<file path="src/rtl/utr_pkg.sv">
`timescale 1ns / 1ps

package utr_pkg;

   localparam int CODE_W = 21;
   localparam int SLOTS  = 3;

   // Thai code points that steer the reordering
   localparam logic [CODE_W-1:0] TONE_FIRST      = 21'h000E48;
   localparam logic [CODE_W-1:0] TONE_REMAP_LAST = 21'h000E4C;
   localparam logic [CODE_W-1:0] TONE_LAST       = 21'h000E4D;
   localparam logic [CODE_W-1:0] UPPER_MAI_HAN   = 21'h000E31;
   localparam logic [CODE_W-1:0] UPPER_RUN_FIRST = 21'h000E34;
   localparam logic [CODE_W-1:0] UPPER_RUN_LAST  = 21'h000E37;
   localparam logic [CODE_W-1:0] UPPER_MAITAIKHU = 21'h000E47;
   localparam logic [CODE_W-1:0] LOWER_SARA_U    = 21'h000E38;
   localparam logic [CODE_W-1:0] LOWER_SARA_UU   = 21'h000E39;
   localparam logic [CODE_W-1:0] REMAP_BASE      = 21'h00F70A;

   // UTF-8 lead byte prefixes
   localparam logic [7:0] LEAD2 = 8'hC0;
   localparam logic [7:0] LEAD3 = 8'hE0;
   localparam logic [7:0] LEAD4 = 8'hF0;
   localparam logic [7:0] CONT  = 8'h80;

   // One input byte's worth of finished glyphs, in output order
   typedef struct packed {
      logic [SLOTS-1:0][CODE_W-1:0] code;
      logic [1:0]                   count;
      logic                         last;
   } utr_entry_type;

endpackage

</file>
<file path="src/rtl/utr_front.sv">
`timescale 1ns / 1ps

module utr_front import utr_pkg::*; #(
   parameter int MAX_GLYPHS = 127
) (
   input  logic          clock,
   input  logic          reset,
   input  logic          req_valid,
   output logic          req_ready,
   input  logic [7:0]    req_in_byte,
   input  logic          req_in_last,
   input  logic          q_ready,
   output logic          q_push,
   output utr_entry_type q_entry
);

   localparam int CW = $clog2(MAX_GLYPHS + 1);

   function automatic logic is_tone(input logic [CODE_W-1:0] c);
      return (c >= TONE_FIRST) && (c <= TONE_LAST);
   endfunction

   function automatic logic is_upper(input logic [CODE_W-1:0] c);
      return (c == UPPER_MAI_HAN) || (c == UPPER_MAITAIKHU) ||
             ((c >= UPPER_RUN_FIRST) && (c <= UPPER_RUN_LAST));
   endfunction

   function automatic logic is_lower(input logic [CODE_W-1:0] c);
      return (c == LOWER_SARA_U) || (c == LOWER_SARA_UU);
   endfunction

   logic [CODE_W-1:0] part_ff, part_in;
   logic [1:0]        pend_ff, pend_in;
   logic [CW-1:0]     cnt_ff, cnt_in;
   logic              halt_ff, halt_in;
   logic              uv_ff, uv_in;
   logic [CODE_W-1:0] uc_ff, uc_in;
   logic              lv_ff, lv_in;
   logic [CODE_W-1:0] lc_ff, lc_in;
   logic              puv_ff, puv_in;
   logic              accept;

   assign req_ready = q_ready;
   assign accept    = req_valid && req_ready;

   // decode, both carry stages and the remap, all for one input byte
   always_comb begin
      logic              take;
      logic [CODE_W-1:0] tv;
      logic              g_ok;
      logic [CODE_W-1:0] lin [2];
      logic [1:0]        ln;
      logic [CODE_W-1:0] fin [SLOTS];
      logic [1:0]        fn;
      logic [CODE_W-1:0] h;
      logic [CODE_W-1:0] c;

      part_in = part_ff;
      pend_in = pend_ff;
      cnt_in  = cnt_ff;
      halt_in = halt_ff;
      uv_in   = uv_ff;
      uc_in   = uc_ff;
      lv_in   = lv_ff;
      lc_in   = lc_ff;
      puv_in  = puv_ff;
      take    = 1'b0;
      tv      = '0;
      g_ok    = 1'b0;
      ln      = 2'd0;
      fn      = 2'd0;
      h       = '0;
      c       = '0;
      for (int i = 0; i < 2; i++) lin[i] = '0;
      for (int i = 0; i < SLOTS; i++) fin[i] = '0;

      // byte decoder
      if (!halt_ff) begin
         if (pend_ff != 2'd0) begin
            part_in = {part_ff[CODE_W-7:0], req_in_byte[5:0]};
            pend_in = pend_ff - 2'd1;
            if (pend_ff == 2'd1) begin
               take = 1'b1;
               tv   = part_in;
            end
         end else if (!req_in_byte[7]) begin
            take = 1'b1;
            tv   = {13'd0, req_in_byte};
         end else if (req_in_byte[7:5] == LEAD2[7:5]) begin
            part_in = {16'd0, req_in_byte[4:0]};
            pend_in = 2'd1;
         end else if (req_in_byte[7:4] == LEAD3[7:4]) begin
            part_in = {17'd0, req_in_byte[3:0]};
            pend_in = 2'd2;
         end else if (req_in_byte[7:3] == LEAD4[7:3]) begin
            part_in = {18'd0, req_in_byte[2:0]};
            pend_in = 2'd3;
         end else begin
            take = 1'b1;
            tv   = {13'd0, req_in_byte};
         end
      end

      // zero halts, glyph limit halts
      if (take) begin
         if (tv == '0) begin
            halt_in = 1'b1;
         end else begin
            g_ok   = 1'b1;
            cnt_in = cnt_ff + CW'(1);
            if (cnt_in >= CW'(MAX_GLYPHS)) halt_in = 1'b1;
         end
      end

      // upper-vowel carry stage
      if (g_ok) begin
         if (uv_ff && is_upper(tv)) begin
            lin[ln[0]] = tv;
            ln = ln + 2'd1;
         end else begin
            if (uv_ff) begin
               lin[ln[0]] = uc_ff;
               ln = ln + 2'd1;
               uv_in = 1'b0;
            end
            if (is_tone(tv)) begin
               uv_in = 1'b1;
               uc_in = tv;
            end else begin
               lin[ln[0]] = tv;
               ln = ln + 2'd1;
            end
         end
      end
      if (req_in_last && uv_in) begin
         lin[ln[0]] = uc_in;
         ln = ln + 2'd1;
         uv_in = 1'b0;
      end

      // lower-vowel carry stage
      for (int i = 0; i < 2; i++) begin
         if (2'(i) < ln) begin
            h = lin[i];
            if (lv_in && is_lower(h)) begin
               fin[fn] = h;
               fn = fn + 2'd1;
            end else begin
               if (lv_in) begin
                  fin[fn] = lc_in;
                  fn = fn + 2'd1;
                  lv_in = 1'b0;
               end
               if (is_tone(h)) begin
                  lv_in = 1'b1;
                  lc_in = h;
               end else begin
                  fin[fn] = h;
                  fn = fn + 2'd1;
               end
            end
         end
      end
      if (req_in_last && lv_in) begin
         fin[fn] = lc_in;
         fn = fn + 2'd1;
         lv_in = 1'b0;
      end

      // tone remap after an upper vowel
      q_entry = '0;
      for (int j = 0; j < SLOTS; j++) begin
         if (2'(j) < fn) begin
            c = fin[j];
            if (is_tone(c) && puv_in && (c <= TONE_REMAP_LAST)) begin
               q_entry.code[j] = REMAP_BASE + {18'd0, c[2:0]};
            end else begin
               q_entry.code[j] = c;
            end
            puv_in = is_upper(c);
         end
      end
      q_entry.count = fn;
      q_entry.last  = req_in_last;

      // end of string clears the control state
      if (req_in_last) begin
         part_in = '0;
         pend_in = 2'd0;
         cnt_in  = '0;
         halt_in = 1'b0;
         uv_in   = 1'b0;
         lv_in   = 1'b0;
         puv_in  = 1'b0;
      end
   end

   assign q_push = accept && (q_entry.count != 2'd0);

   // control state
   always_ff @(posedge clock) begin
      if (reset) begin
         part_ff <= '0;
         pend_ff <= 2'd0;
         cnt_ff  <= '0;
         halt_ff <= 1'b0;
         uv_ff   <= 1'b0;
         lv_ff   <= 1'b0;
         puv_ff  <= 1'b0;
      end else if (accept) begin
         part_ff <= part_in;
         pend_ff <= pend_in;
         cnt_ff  <= cnt_in;
         halt_ff <= halt_in;
         uv_ff   <= uv_in;
         lv_ff   <= lv_in;
         puv_ff  <= puv_in;
      end
   end

   // carried codes, qualified by their valid bits
   always_ff @(posedge clock) begin
      if (accept) begin
         uc_ff <= uc_in;
         lc_ff <= lc_in;
      end
   end

endmodule

</file>
<file path="src/rtl/utr_queue.sv">
`timescale 1ns / 1ps

module utr_queue import utr_pkg::*; #(
   parameter int DEPTH = 4
) (
   input  logic          clock,
   input  logic          reset,
   input  logic          push,
   input  utr_entry_type push_entry,
   output logic          push_ready,
   input  logic          pop,
   output logic          pop_valid,
   output utr_entry_type pop_entry
);

   localparam int AW = $clog2(DEPTH);
   localparam int NW = $clog2(DEPTH + 1);

   utr_entry_type   slot_ff [DEPTH];
   logic [AW-1:0]   wr_ff, wr_in;
   logic [AW-1:0]   rd_ff, rd_in;
   logic [NW-1:0]   num_ff, num_in;
   logic            do_push, do_pop;

   assign push_ready = (num_ff != NW'(DEPTH));
   assign pop_valid  = (num_ff != '0);
   assign pop_entry  = slot_ff[rd_ff];
   assign do_push    = push && push_ready;
   assign do_pop     = pop && pop_valid;

   // pointer and fill count update
   always_comb begin
      wr_in  = wr_ff;
      rd_in  = rd_ff;
      num_in = num_ff;
      if (do_push) wr_in = (wr_ff == AW'(DEPTH - 1)) ? '0 : wr_ff + AW'(1);
      if (do_pop)  rd_in = (rd_ff == AW'(DEPTH - 1)) ? '0 : rd_ff + AW'(1);
      if (do_push && !do_pop) num_in = num_ff + NW'(1);
      if (!do_push && do_pop) num_in = num_ff - NW'(1);
   end

   always_ff @(posedge clock) begin
      if (reset) begin
         wr_ff  <= '0;
         rd_ff  <= '0;
         num_ff <= '0;
      end else begin
         wr_ff  <= wr_in;
         rd_ff  <= rd_in;
         num_ff <= num_in;
      end
   end

   // entry storage
   always_ff @(posedge clock) begin
      if (do_push) slot_ff[wr_ff] <= push_entry;
   end

endmodule

</file>
<file path="src/rtl/utr_back.sv">
`timescale 1ns / 1ps

module utr_back import utr_pkg::*; (
   input  logic          clock,
   input  logic          reset,
   input  logic          q_valid,
   input  utr_entry_type q_entry,
   output logic          q_pop,
   output logic          rsp_valid,
   input  logic          rsp_ready,
   output logic [7:0]    rsp_out_byte,
   output logic          rsp_out_last
);

   // number of UTF-8 bytes for a code point, minus one
   function automatic logic [1:0] enc_span(input logic [CODE_W-1:0] c);
      if (c < 21'h000080)      return 2'd0;
      else if (c < 21'h000800) return 2'd1;
      else if (c < 21'h010000) return 2'd2;
      else                     return 2'd3;
   endfunction

   function automatic logic [7:0] enc_byte(input logic [CODE_W-1:0] c,
                                           input logic [1:0] span,
                                           input logic [1:0] idx);
      logic [7:0] b;
      b = CONT | {2'b00, c[5:0]};
      case (span)
         2'd0: b = c[7:0];
         2'd1: begin
            if (idx == 2'd0) b = LEAD2 | {3'b000, c[10:6]};
         end
         2'd2: begin
            if (idx == 2'd0)      b = LEAD3 | {4'b0000, c[15:12]};
            else if (idx == 2'd1) b = CONT | {2'b00, c[11:6]};
         end
         2'd3: begin
            if (idx == 2'd0)      b = LEAD4 | {5'b00000, c[20:18]};
            else if (idx == 2'd1) b = CONT | {2'b00, c[17:12]};
            else if (idx == 2'd2) b = CONT | {2'b00, c[11:6]};
         end
         default: b = c[7:0];
      endcase
      return b;
   endfunction

   utr_entry_type     ent_ff;
   logic              busy_ff, busy_in;
   logic [1:0]        gi_ff, gi_in;
   logic [1:0]        bi_ff, bi_in;
   logic [CODE_W-1:0] cur;
   logic [1:0]        span;
   logic              last_byte, last_glyph, fire, done;

   assign cur        = ent_ff.code[gi_ff];
   assign span       = enc_span(cur);
   assign last_byte  = (bi_ff == span);
   assign last_glyph = (gi_ff == ent_ff.count - 2'd1);

   assign rsp_valid    = busy_ff;
   assign rsp_out_byte = enc_byte(cur, span, bi_ff);
   assign rsp_out_last = ent_ff.last && last_byte && last_glyph;

   assign fire  = busy_ff && rsp_ready;
   assign done  = fire && last_byte && last_glyph;
   assign q_pop = q_valid && (!busy_ff || done);

   // walk glyphs and their bytes
   always_comb begin
      busy_in = busy_ff;
      gi_in   = gi_ff;
      bi_in   = bi_ff;
      if (q_pop) begin
         busy_in = 1'b1;
         gi_in   = 2'd0;
         bi_in   = 2'd0;
      end else if (done) begin
         busy_in = 1'b0;
      end else if (fire) begin
         if (last_byte) begin
            gi_in = gi_ff + 2'd1;
            bi_in = 2'd0;
         end else begin
            bi_in = bi_ff + 2'd1;
         end
      end
   end

   always_ff @(posedge clock) begin
      if (reset) begin
         busy_ff <= 1'b0;
         gi_ff   <= 2'd0;
         bi_ff   <= 2'd0;
      end else begin
         busy_ff <= busy_in;
         gi_ff   <= gi_in;
         bi_ff   <= bi_in;
      end
   end

   always_ff @(posedge clock) begin
      if (q_pop) ent_ff <= q_entry;
   end

endmodule

</file>
<file path="src/rtl/utf8_thai_mark_reorder.sv">
`timescale 1ns / 1ps
// Thai tone-mark reordering on a UTF-8 byte stream. Input bytes arrive on the
// req_ channel, one per transaction, with req_in_last on the final byte of a
// string; reshaped bytes leave on the rsp_ channel with rsp_out_last on the
// final byte emitted for that string (a string whose result is empty shows
// no rsp_out_last). The front decodes and runs both tone carries in the cycle
// a byte is accepted, so it takes one byte per cycle while the glyph queue
// (QUEUE_DEPTH entries) has room. The back re-encodes and sends one byte per
// cycle while rsp_ready is high; an input byte that completes up to three
// glyphs produces up to ten output bytes, during which the front keeps filling
// the queue. A finished entry passes through the queue and the back's entry
// register before its first byte appears. No clearing pass after reset.

module utf8_thai_mark_reorder import utr_pkg::*; #(
   parameter int MAX_GLYPHS  = 127,
   parameter int QUEUE_DEPTH = 4
) (
   input  logic       clock,
   input  logic       reset,
   input  logic       req_valid,
   output logic       req_ready,
   input  logic [7:0] req_in_byte,
   input  logic       req_in_last,
   output logic       rsp_valid,
   input  logic       rsp_ready,
   output logic [7:0] rsp_out_byte,
   output logic       rsp_out_last
);

   utr_entry_type push_entry, pop_entry;
   logic          push, push_ready, pop, pop_valid;

   utr_front #(
      .MAX_GLYPHS(MAX_GLYPHS)
   ) u_front (
      .clock      (clock),
      .reset      (reset),
      .req_valid  (req_valid),
      .req_ready  (req_ready),
      .req_in_byte(req_in_byte),
      .req_in_last(req_in_last),
      .q_ready    (push_ready),
      .q_push     (push),
      .q_entry    (push_entry)
   );

   utr_queue #(
      .DEPTH(QUEUE_DEPTH)
   ) u_queue (
      .clock     (clock),
      .reset     (reset),
      .push      (push),
      .push_entry(push_entry),
      .push_ready(push_ready),
      .pop       (pop),
      .pop_valid (pop_valid),
      .pop_entry (pop_entry)
   );

   utr_back u_back (
      .clock       (clock),
      .reset       (reset),
      .q_valid     (pop_valid),
      .q_entry     (pop_entry),
      .q_pop       (pop),
      .rsp_valid   (rsp_valid),
      .rsp_ready   (rsp_ready),
      .rsp_out_byte(rsp_out_byte),
      .rsp_out_last(rsp_out_last)
   );

endmodule

</file>
<file path="config.mk">
export PLATFORM = sky130hd
export DESIGN_NAME = utf8_thai_mark_reorder
export DESIGN_NICKNAME = d
export VERILOG_FILES = /design/src/rtl/utr_pkg.sv /design/src/rtl/utr_front.sv /design/src/rtl/utr_queue.sv /design/src/rtl/utr_back.sv /design/src/rtl/utf8_thai_mark_reorder.sv
export SDC_FILE = /design/constraint.sdc
export NUM_CORES = 1
export LEC_CHECK = 0
export BUFFER_PORTS_ARGS = -buffer_cell sky130_fd_sc_hd__clkbuf_2
export CORE_ASPECT_RATIO = 0.5
export CORE_UTILIZATION = 30
export DETAILED_ROUTE_END_ITERATION = 10
export PLACE_DENSITY = 0.52
export SLEW_MARGIN = 20
export SYNTH_ARGS = -nofsm -noshare
export SYNTH_HDL_FRONTEND = slang
export SYNTH_HIERARCHICAL = 1
export SYNTH_SLANG_ARGS = --single-unit
</file>
<file path="constraint.sdc">
create_clock -name clock -period 9.9 [get_ports clock]
set_input_delay 0.99 -clock clock [delete_from_list [all_inputs] [get_ports clock]]
set_output_delay 0.99 -clock clock [all_outputs]
set_load 0.03 [all_outputs]
</file>
==> impl_metrics.json, run 1 <==
{
  "run_status": "complete, no violations",
  "hold_class": "register to register",
  "clock_sinks": 414,
  "nets": 2327,
  "synth_compound_area_frac": 0.199,
  "endpoint": "u_queue/slot_ff[3][41]$_DFFE_PP_",
  "multi_input_area_um2": 11000,
  "cts_root_buffer": "clkbuf_16",
  "clock_latency_ns": 0.60,
  "gp_congestion": 0.981,
  "start_util": 0.304,
  "clk_pin_slew_ns": 0.06,
  "hold_ws_ns": 0.505,
  "power.internal_w": 0.00360,
  "cpPeakStageDelay_ns": 0.62,
  "clock_power_share": 0.299,
  "antenna_found_initial": 2,
  "p_per_area_nw_per_um2": 186,
  "die_w_um": 398,
  "routed_wl_um": 87300,
  "max_slew_margin": 0.212,
  "drt_iter0_drc": 2281,
  "crit_path_frequent_cell": "ha_1",
  "leakagePower_nw": 9.44,
  "slew_violations": 0,
  "crit_arrival_ns": 9.82,
  "crit_fanout": 10,
  "drive_above_1_share": 0.228,
  "worstPathRequired_ns": 10.20,
  "gr-total-overflow": 0,
  "yosysUniqueCellTypes": 118,
  "syn_area_um2": 23600,
  "synthSimpleGateAreaFrac": 0.149,
  "power.share.combinational": 0.225,
  "fin_crit_sh": 0.961,
  "rrSetupSlack_ns": 0.39,
  "grt_pass1_vias": 18694,
  "dp_hpwl_um": 63700,
  "ys.flop_type": "edfxtp_1",
  "area.sequential_um2": 12000,
  "worstMarginPinSlew_ns": 1.17,
  "remaining_drc_errors": 0,
  "layout_commonest_cell": "edfxtp_1",
  "synth_seq_area_share": 0.510,
  "mostFrequentLayoutCells": "edfxtp_1, buf_4, nor2_1",
  "cts_made_buffers": 41,
  "ys_warn_count": 6,
  "async_flop_share": 0,
  "crit_type": "register to register",
  "rr_startpoint": "u_front/part_ff[9]$_SDFFE_PP0P_",
  "layout_min_cycle_time_ns": 9.51,
  "finalSetupViolCount": 0,
  "hold_buffers": 0,
  "wire_per_inst_um": 26.0,
  "synth_nets": 2149,
  "startpoint_type": "register",
  "io_pins": 24,
  "via_per_inst": 5.79,
  "grt_max_degree": 68,
  "finalNonFillerCells": 3355,
  "track_usage": 0.214,
  "synth_adder_area_share": 0.0157,
  "num_vias": 19414,
  "synth_top_family_by_area": "compound AO/OA/AOI/OAI gates",
  "syn_avg_cell_area_um2": 11.2,
  "r2r-end": "u_queue/slot_ff[3][41]$_DFFE_PP_",
  "endpoint_kind": "register",
  "setup_slack_ns": 0.388,
  "port_buffers": 23,
  "yosys.area_share.xor_xnor": 0.00297,
  "core_area_um2": 77500,
  "clock.fmax_mhz": 105,
  "die_area_um2": 79700,
  "cts.path.max_buffers": 3,
  "critical_path.startpoint": "u_front/part_ff[9]$_SDFFE_PP0P_",
  "grt_pass1_wl_um": 128000,
  "crit_slowest_cell": "or4_4",
  "power.switching_w": 0.00157,
  "cts_tree": "yes",
  "dp.cells": 3265,
  "pre_cts_ws_ns": -0.231,
  "finalClockSkew_ns": 0.0401,
  "final_cell_area_um2": 27900,
  "p_sw_frac": 0.303,
  "synthMuxAreaShare": 0.0873,
  "areaGrowthSynthToFinish_pct": 18.2,
  "num_rows": 72,
  "first_pass_iters": 6,
  "antenna_left": 0,
  "ir_drop_mv": 0.148,
  "reg2regPathDepth": 38,
  "maxCapViolCount": 0,
  "synthCells": 2107,
  "ys_seq_elements": 414,
  "placed_area_um2": 26200,
  "synth_edf_count": 372,
  "p_seq_frac": 0.476,
  "nFillCells": 7691,
  "htree_levels": 2,
  "die_y_um": 200,
  "hold_violations": 0
}
power groups by stage:
| stage | clock (W) | combinational [W] | sequential, W |
|---|---|---|---|
| 2_1_floorplan | 0 | 0.000809 | 0.00244 |
| 3_3_place_gp | 0 | 0.00117 | 0.00250 |
| 3_5_place_dp | 0 | 0.00117 | 0.00250 |
| 4_1_cts | 0.00159 | 0.00117 | 0.00247 |
| 5_1_grt | 0.00166 | 0.00126 | 0.00249 |
| 6_report | 0.00155 | 0.00116 | 0.00246 |
registers in the layout (all words and copies together), names as in the netlist, named ones only:
register	flops
u_front/lv_ff	1
u_queue/rd_ff	2
u_front/puv_ff	1
u_front/pend_ff	2
u_front/cnt_ff	7
u_front/part_ff	15
u_queue/num_ff	3
u_front/uv_ff	1
u_back/rsp_valid	1
u_front/halt_ff	1
u_back/ent_ff	66
u_queue/wr_ff	2
u_queue/slot_ff	264
u_back/bi_ff	2
u_back/gi_ff	2
u_front/uc_ff	21
u_front/lc_ff	21
metrics by stage:
stage                util  TNS (ns)  power, W
floorplan               -         0   0.00325
global placement    0.338    -0.150   0.00366
detailed placement  0.338    -13.83   0.00367
CTS                 0.355         0   0.00523
global route        0.359    -0.132   0.00541
finish              0.359         0   0.00517
Yosys cell counts (12+ instances only):
cell,instances,area [um2]
nor3_1,58,290
and3_1,36,225
a31oi_1,16,100
o31ai_1,14,105
nor2_1,190,713
a21o_1,18,135
inv_1,56,210
mux4_2,66,1490
ha_1,28,350
a22o_1,22,193
a22oi_1,59,443
o211ai_1,42,315
a211oi_1,42,315
nor4_1,20,125
or3_1,20,125
a221oi_1,14,123
nand2b_1,17,106
nand3_1,44,220
nand4_1,19,119
mux2i_1,38,380
dfxtp_1,42,841
buf_2,35,175
edfxtp_1,372,11200
clkbuf_1,71,267
nor2b_1,12,75.1
nand2_1,157,589
o22ai_1,17,106
and2_1,42,263
a21oi_1,133,666
mux2_2,15,169
o21ai_0,104,521
how the worst min path moves through the flow:
| stage | startpoint | end | cells after the start | slack [ns] |
|---|---|---|---|---|
| floorplan | u_front/cnt_ff[5]$_SDFFE_PP0P_ | u_front/cnt_ff[5]$_SDFFE_PP0P_ | 2 | 0.46 |
| global placement | u_front/cnt_ff[5]$_SDFFE_PP0P_ | u_front/cnt_ff[5]$_SDFFE_PP0P_ | 2 | 0.48 |
| detailed placement | u_queue/rd_ff[0]$_SDFFE_PP0N_ | register | 2 | 0.49 |
| CTS | u_queue/num_ff[2]$_SDFFE_PP0P_ | u_queue/num_ff[2]$_SDFFE_PP0P_ | 2 | 0.51 |
| global route | u_front/cnt_ff[5]$_SDFFE_PP0P_ | u_front/cnt_ff[5]$_SDFFE_PP0P_ | 2 | 0.54 |
| finish | u_queue/rd_ff[0]$_SDFFE_PP0N_ | register | 2 | 0.50 |
kinds of logic (layout without fill, tap and decap cells):
kind of cell / count (synthesis) / after routing
AO/OA/AOI/OAI: 657 / 659
other: 0 / 2
AND/OR/NAND/NOR: 687 / 687
buffers and inverters: 191 / 399
multiplexers: 121 / 121
XOR/XNOR: 8 / 8
adder cells (fa/ha/maj): 29 / 29
flip-flops: 414 / 414
routing by layer:
layer / track usage / wire (um) / up-vias
li1: - / - / 8710
met1: 0.310 / 40100 / 9697
met2: 0.330 / 38800 / 840
met3: 0.0356 / 6150 / 167
met4: 0.0568 / 2270 / 0
met5: 0 / 0 / -
what timing repair did:
action,CTS,global route
pin swaps,0,7
endpoints found under the setup margin,8,185
setup buffers,0,11
resized for setup,2,45
gates cloned,0,2
critical path, delay by kind of cell (launching register included):
family / cells / cell delay [ns]
buffers and inverters: 5 / 0.49
and+or+nand+nor: 12 / 3.31
AOI/OAI and AO/OA: 16 / 3.66
adders and majority gates: 5 / 1.38
DFF: 1 / 0.36
cell type report:
cell class,count,area share
timing repair buffer,263,0.0715
inverter,61,0.00822
tap,1036,0.0465
multi-input combinational,1504,0.396
clock inverter,25,0.00759
sequential,414,0.432
clock buffer,50,0.0388
antenna,2,0.000180
Note: power is estimated with default switching activity, not from simulation.
==> run 2, diff against run 1 <==
--- a/config.mk
+++ b/config.mk
@@ -5,11 +5,13 @@
 export SDC_FILE = /design/constraint.sdc
 export NUM_CORES = 1
 export LEC_CHECK = 0
+export ABC_AREA = 1
 export BUFFER_PORTS_ARGS = -buffer_cell sky130_fd_sc_hd__clkbuf_2
 export CORE_ASPECT_RATIO = 0.5
 export CORE_UTILIZATION = 30
 export DETAILED_ROUTE_END_ITERATION = 10
 export PLACE_DENSITY = 0.52
+export RECOVER_POWER = 100
 export SLEW_MARGIN = 20
 export SYNTH_ARGS = -nofsm -noshare
 export SYNTH_HDL_FRONTEND = slang
==> run 2 against run 1 <==
  * The flow now finishes with violations (max-capacitance violations, max-slew violations)
  * Global-route usage fell by 1.1 points
  * Count of clock-buffer cells in the layout stayed put
  * Non-clock buffer count fell by 123
  * Critical endpoint is now u_queue/slot_ff[3][26]$_DFFE_PP_
  * Hold slack lost 0.039 ns
  * Combinational power increased by 120%
  * Largest power group unchanged
  * Die area up 12%
==> impl_metrics.json, run 2 <==
{
  "antenna_cells": 0,
  "rrSetupSlack_ns": 0.47,
  "top_register": "u_queue/slot_ff",
  "hold_violations": 0,
  "slew_violations": 278,
  "failed_checks": "max-capacitance violations, max-slew violations",
  "finalSetupViolCount": 0,
  "start_util": 0.305,
  "cts.path.max_buffers": 3,
  "nFillCells": 9183,
  "cpPeakStageDelay_ns": 0.97,
  "layout_commonest_cell": "nand2_1",
  "core_area_um2": 86500,
  "die_w_um": 421,
  "grt_pass1_wl_um": 138000,
  "yosys.cell_count.top_type": "nand2_1",
  "wire_per_inst_um": 20.3,
  "r2r-end": "u_queue/slot_ff[3][26]$_DFFE_PP_",
  "finalClockSkew_ns": 0.0290,
  "yosys-top-cells-count": "nand2_1, nor2_1, edfxtp_1",
  "cts_root_buffer": "clkbuf_16",
  "maxCapViolCount": 5,
  "crit_fanout": 18,
  "gp_congestion": 0.957,
  "hp-start": "u_front/part_ff[6]$_SDFFE_PP0P_",
  "fin_crit_sh": 0.956,
  "whs_endpoint": "u_front/part_ff[12]$_SDFFE_PP0P_",
  "rr_startpoint": "u_front/pend_ff[0]$_SDFFE_PP0P_",
  "startpoint_type": "primary input",
  "endpoint_kind": "register",
  "clk_pin_slew_ns": 0.06,
  "leakagePower_nw": 12.2,
  "synthTopCellsByArea": "edfxtp_1, nand2_1, nor2_1, o21ai_0, inv_1",
  "synth_seq_area_share": 0.455,
  "cts_made_buffers": 43,
  "crit_arrival_ns": 9.80,
  "crit_path_frequent_cell": "nand2_1",
  "synth_top_area_cell": "edfxtp_1",
  "track_usage": 0.203,
  "worstPathRequired_ns": 10.23,
  "ir_drop_mv": 0.128,
  "largest_reg_flops": 264,
  "yosysTopAreaCellShare": 0.423,
  "synth_nets": 3361,
  "placed_area_um2": 28000,
  "first_pass_iters": 8,
  "clock_sinks": 414,
  "final_cell_area_um2": 29100,
  "die_area_um2": 89200,
  "syn_avg_cell_area_um2": 7.95,
  "min_path_cells": 2,
  "drt_iter0_drc": 2521,
  "nets": 3388,
  "remaining_drc_errors": 0,
  "mostFrequentLayoutCells": "nand2_1, nor2_1, edfxtp_1",
  "ys_warn_count": 6,
  "grt_max_degree": 80,
  "port_buffers": 23,
  "crit_type": "primary input to register",
  "io_pins": 24,
  "reg.largest.list": "u_queue/slot_ff (264), u_back/ent_ff (66)",
  "synthCells": 3319,
  "hold_class": "register to register",
  "p_per_area_nw_per_um2": 231,
  "layout_min_cycle_time_ns": 9.47,
  "ys.flop_type": "edfxtp_1",
  "rsz0062_at_grt": "no",
  "worstMarginPinSlew_ns": 3.63,
  "hold_buffers": 0,
  "syn_area_um2": 26400,
  "num_vias": 23224,
  "drive_above_1_share": 0.117,
  "antenna_found_initial": 0,
  "async_flop_share": 0,
  "run_status": "complete, but fails checks",
  "crit_slowest_cell": "nor2_1",
  "fin_util": 0.336,
  "dp_hpwl_um": 66700,
  "clock.fmax_mhz": 106,
  "grt_pass1_vias": 21627,
  "synth_edf_count": 372,
  "gr-total-overflow": 0,
  "postCtsSetupRepairBufs": 0,
  "setup_tns_ns": 0,
  "cts_tree": "yes",
  "routed_wl_um": 92200,
  "via_per_inst": 5.11,
  "power.total_w": 0.00671,
  "reg2regPathDepth": 43,
  "num_rows": 76,
  "max_slew_margin": -1.43,
  "yosysUniqueCellTypes": 65,
  "die_y_um": 212,
  "clock_latency_ns": 0.61,
  "htree_levels": 2,
  "areaGrowthSynthToFinish_pct": 10.3,
  "ys_seq_elements": 414,
  "antenna_left": 0
}
-- run 2: worst max path at each step --
stage	cells after the start	from	end
CTS	48	u_front/pend_ff[0]$_SDFFE_PP0P_	u_queue/slot_ff[2][57]$_DFFE_PP_
detailed placement	49	req_in_byte[6]	u_queue/slot_ff[3][57]$_DFFE_PP_
finish	45	req_in_byte[6]	u_queue/slot_ff[3][26]$_DFFE_PP_
floorplan	50	req_in_byte[5]	u_queue/slot_ff[0][0]$_DFFE_PP_
global route	38	req_in_byte[5]	u_queue/slot_ff[3][10]$_DFFE_PP_
global placement	51	req_in_byte[5]	u_queue/slot_ff[3][57]$_DFFE_PP_
-- run 2: kinds of logic (layout without fill, tap and decap cells) --
group	Yosys count	count (layout)	share of synthesized area
AOI/OAI and AO/OA	615	615	0.142
xor gates and xnor gates	8	8	0.00266
adders and majority gates	29	29	0.0140
buffers and inverters	525	580	0.0902
DFF	414	414	0.455
and+or+nand+nor	1728	1728	0.296
-- run 2: layer usage --
layer / wire [um] / track usage / up-vias
met5: 0 / 0 / -
met2: 39400 / 0.309 / 870
met1: 43900 / 0.296 / 11087
met4: 2710 / 0.0641 / 0
li1: - / - / 11140
met3: 6090 / 0.0287 / 127
-- run 2: metrics by stage --
step	hold WS [ns]	std cells	setup slack [ns]
floorplan	0.441	3319	-0.185
global placement	0.451	4471	0.262
detailed placement	0.454	4471	0.305
CTS	0.464	4544	0.715
global route	0.498	4544	0.0209
finish	0.466	4544	0.431
-- run 2: final cells by class --
cell class	count	area, um2	area share
inverter	367	1390	0.0478
clock inverter	23	206	0.00710
timing repair buffer	140	975	0.0335
tap	1170	1460	0.0503
multi-input combinational	2380	11900	0.410
sequential	414	12000	0.413
clock buffer	50	1100	0.0379
-- run 2: worst max-delay path, delay by kind of cell --
family | cells | cell delay [ns]
buffers and inverters | 7 | 1.23
and+or+nand+nor | 30 | 4.89
adders and majority gates | 1 | 0.20
AOI/OAI and AO/OA | 7 | 2.41
-- run 2: repair_timing --
action	in CTS	in global routing
endpoints found under the hold margin	0	0
endpoints found under the setup margin	0	81
gates resized for setup	0	2
-- run 2: report_power, final --
part,total [W],internal (W),switching [W],leakage [nW]
clock,0.00156,0.000835,0.000725,0.635
sequential,0.00263,0.00246,0.000170,4.03
combinational,0.00252,0.000745,0.00177,7.56
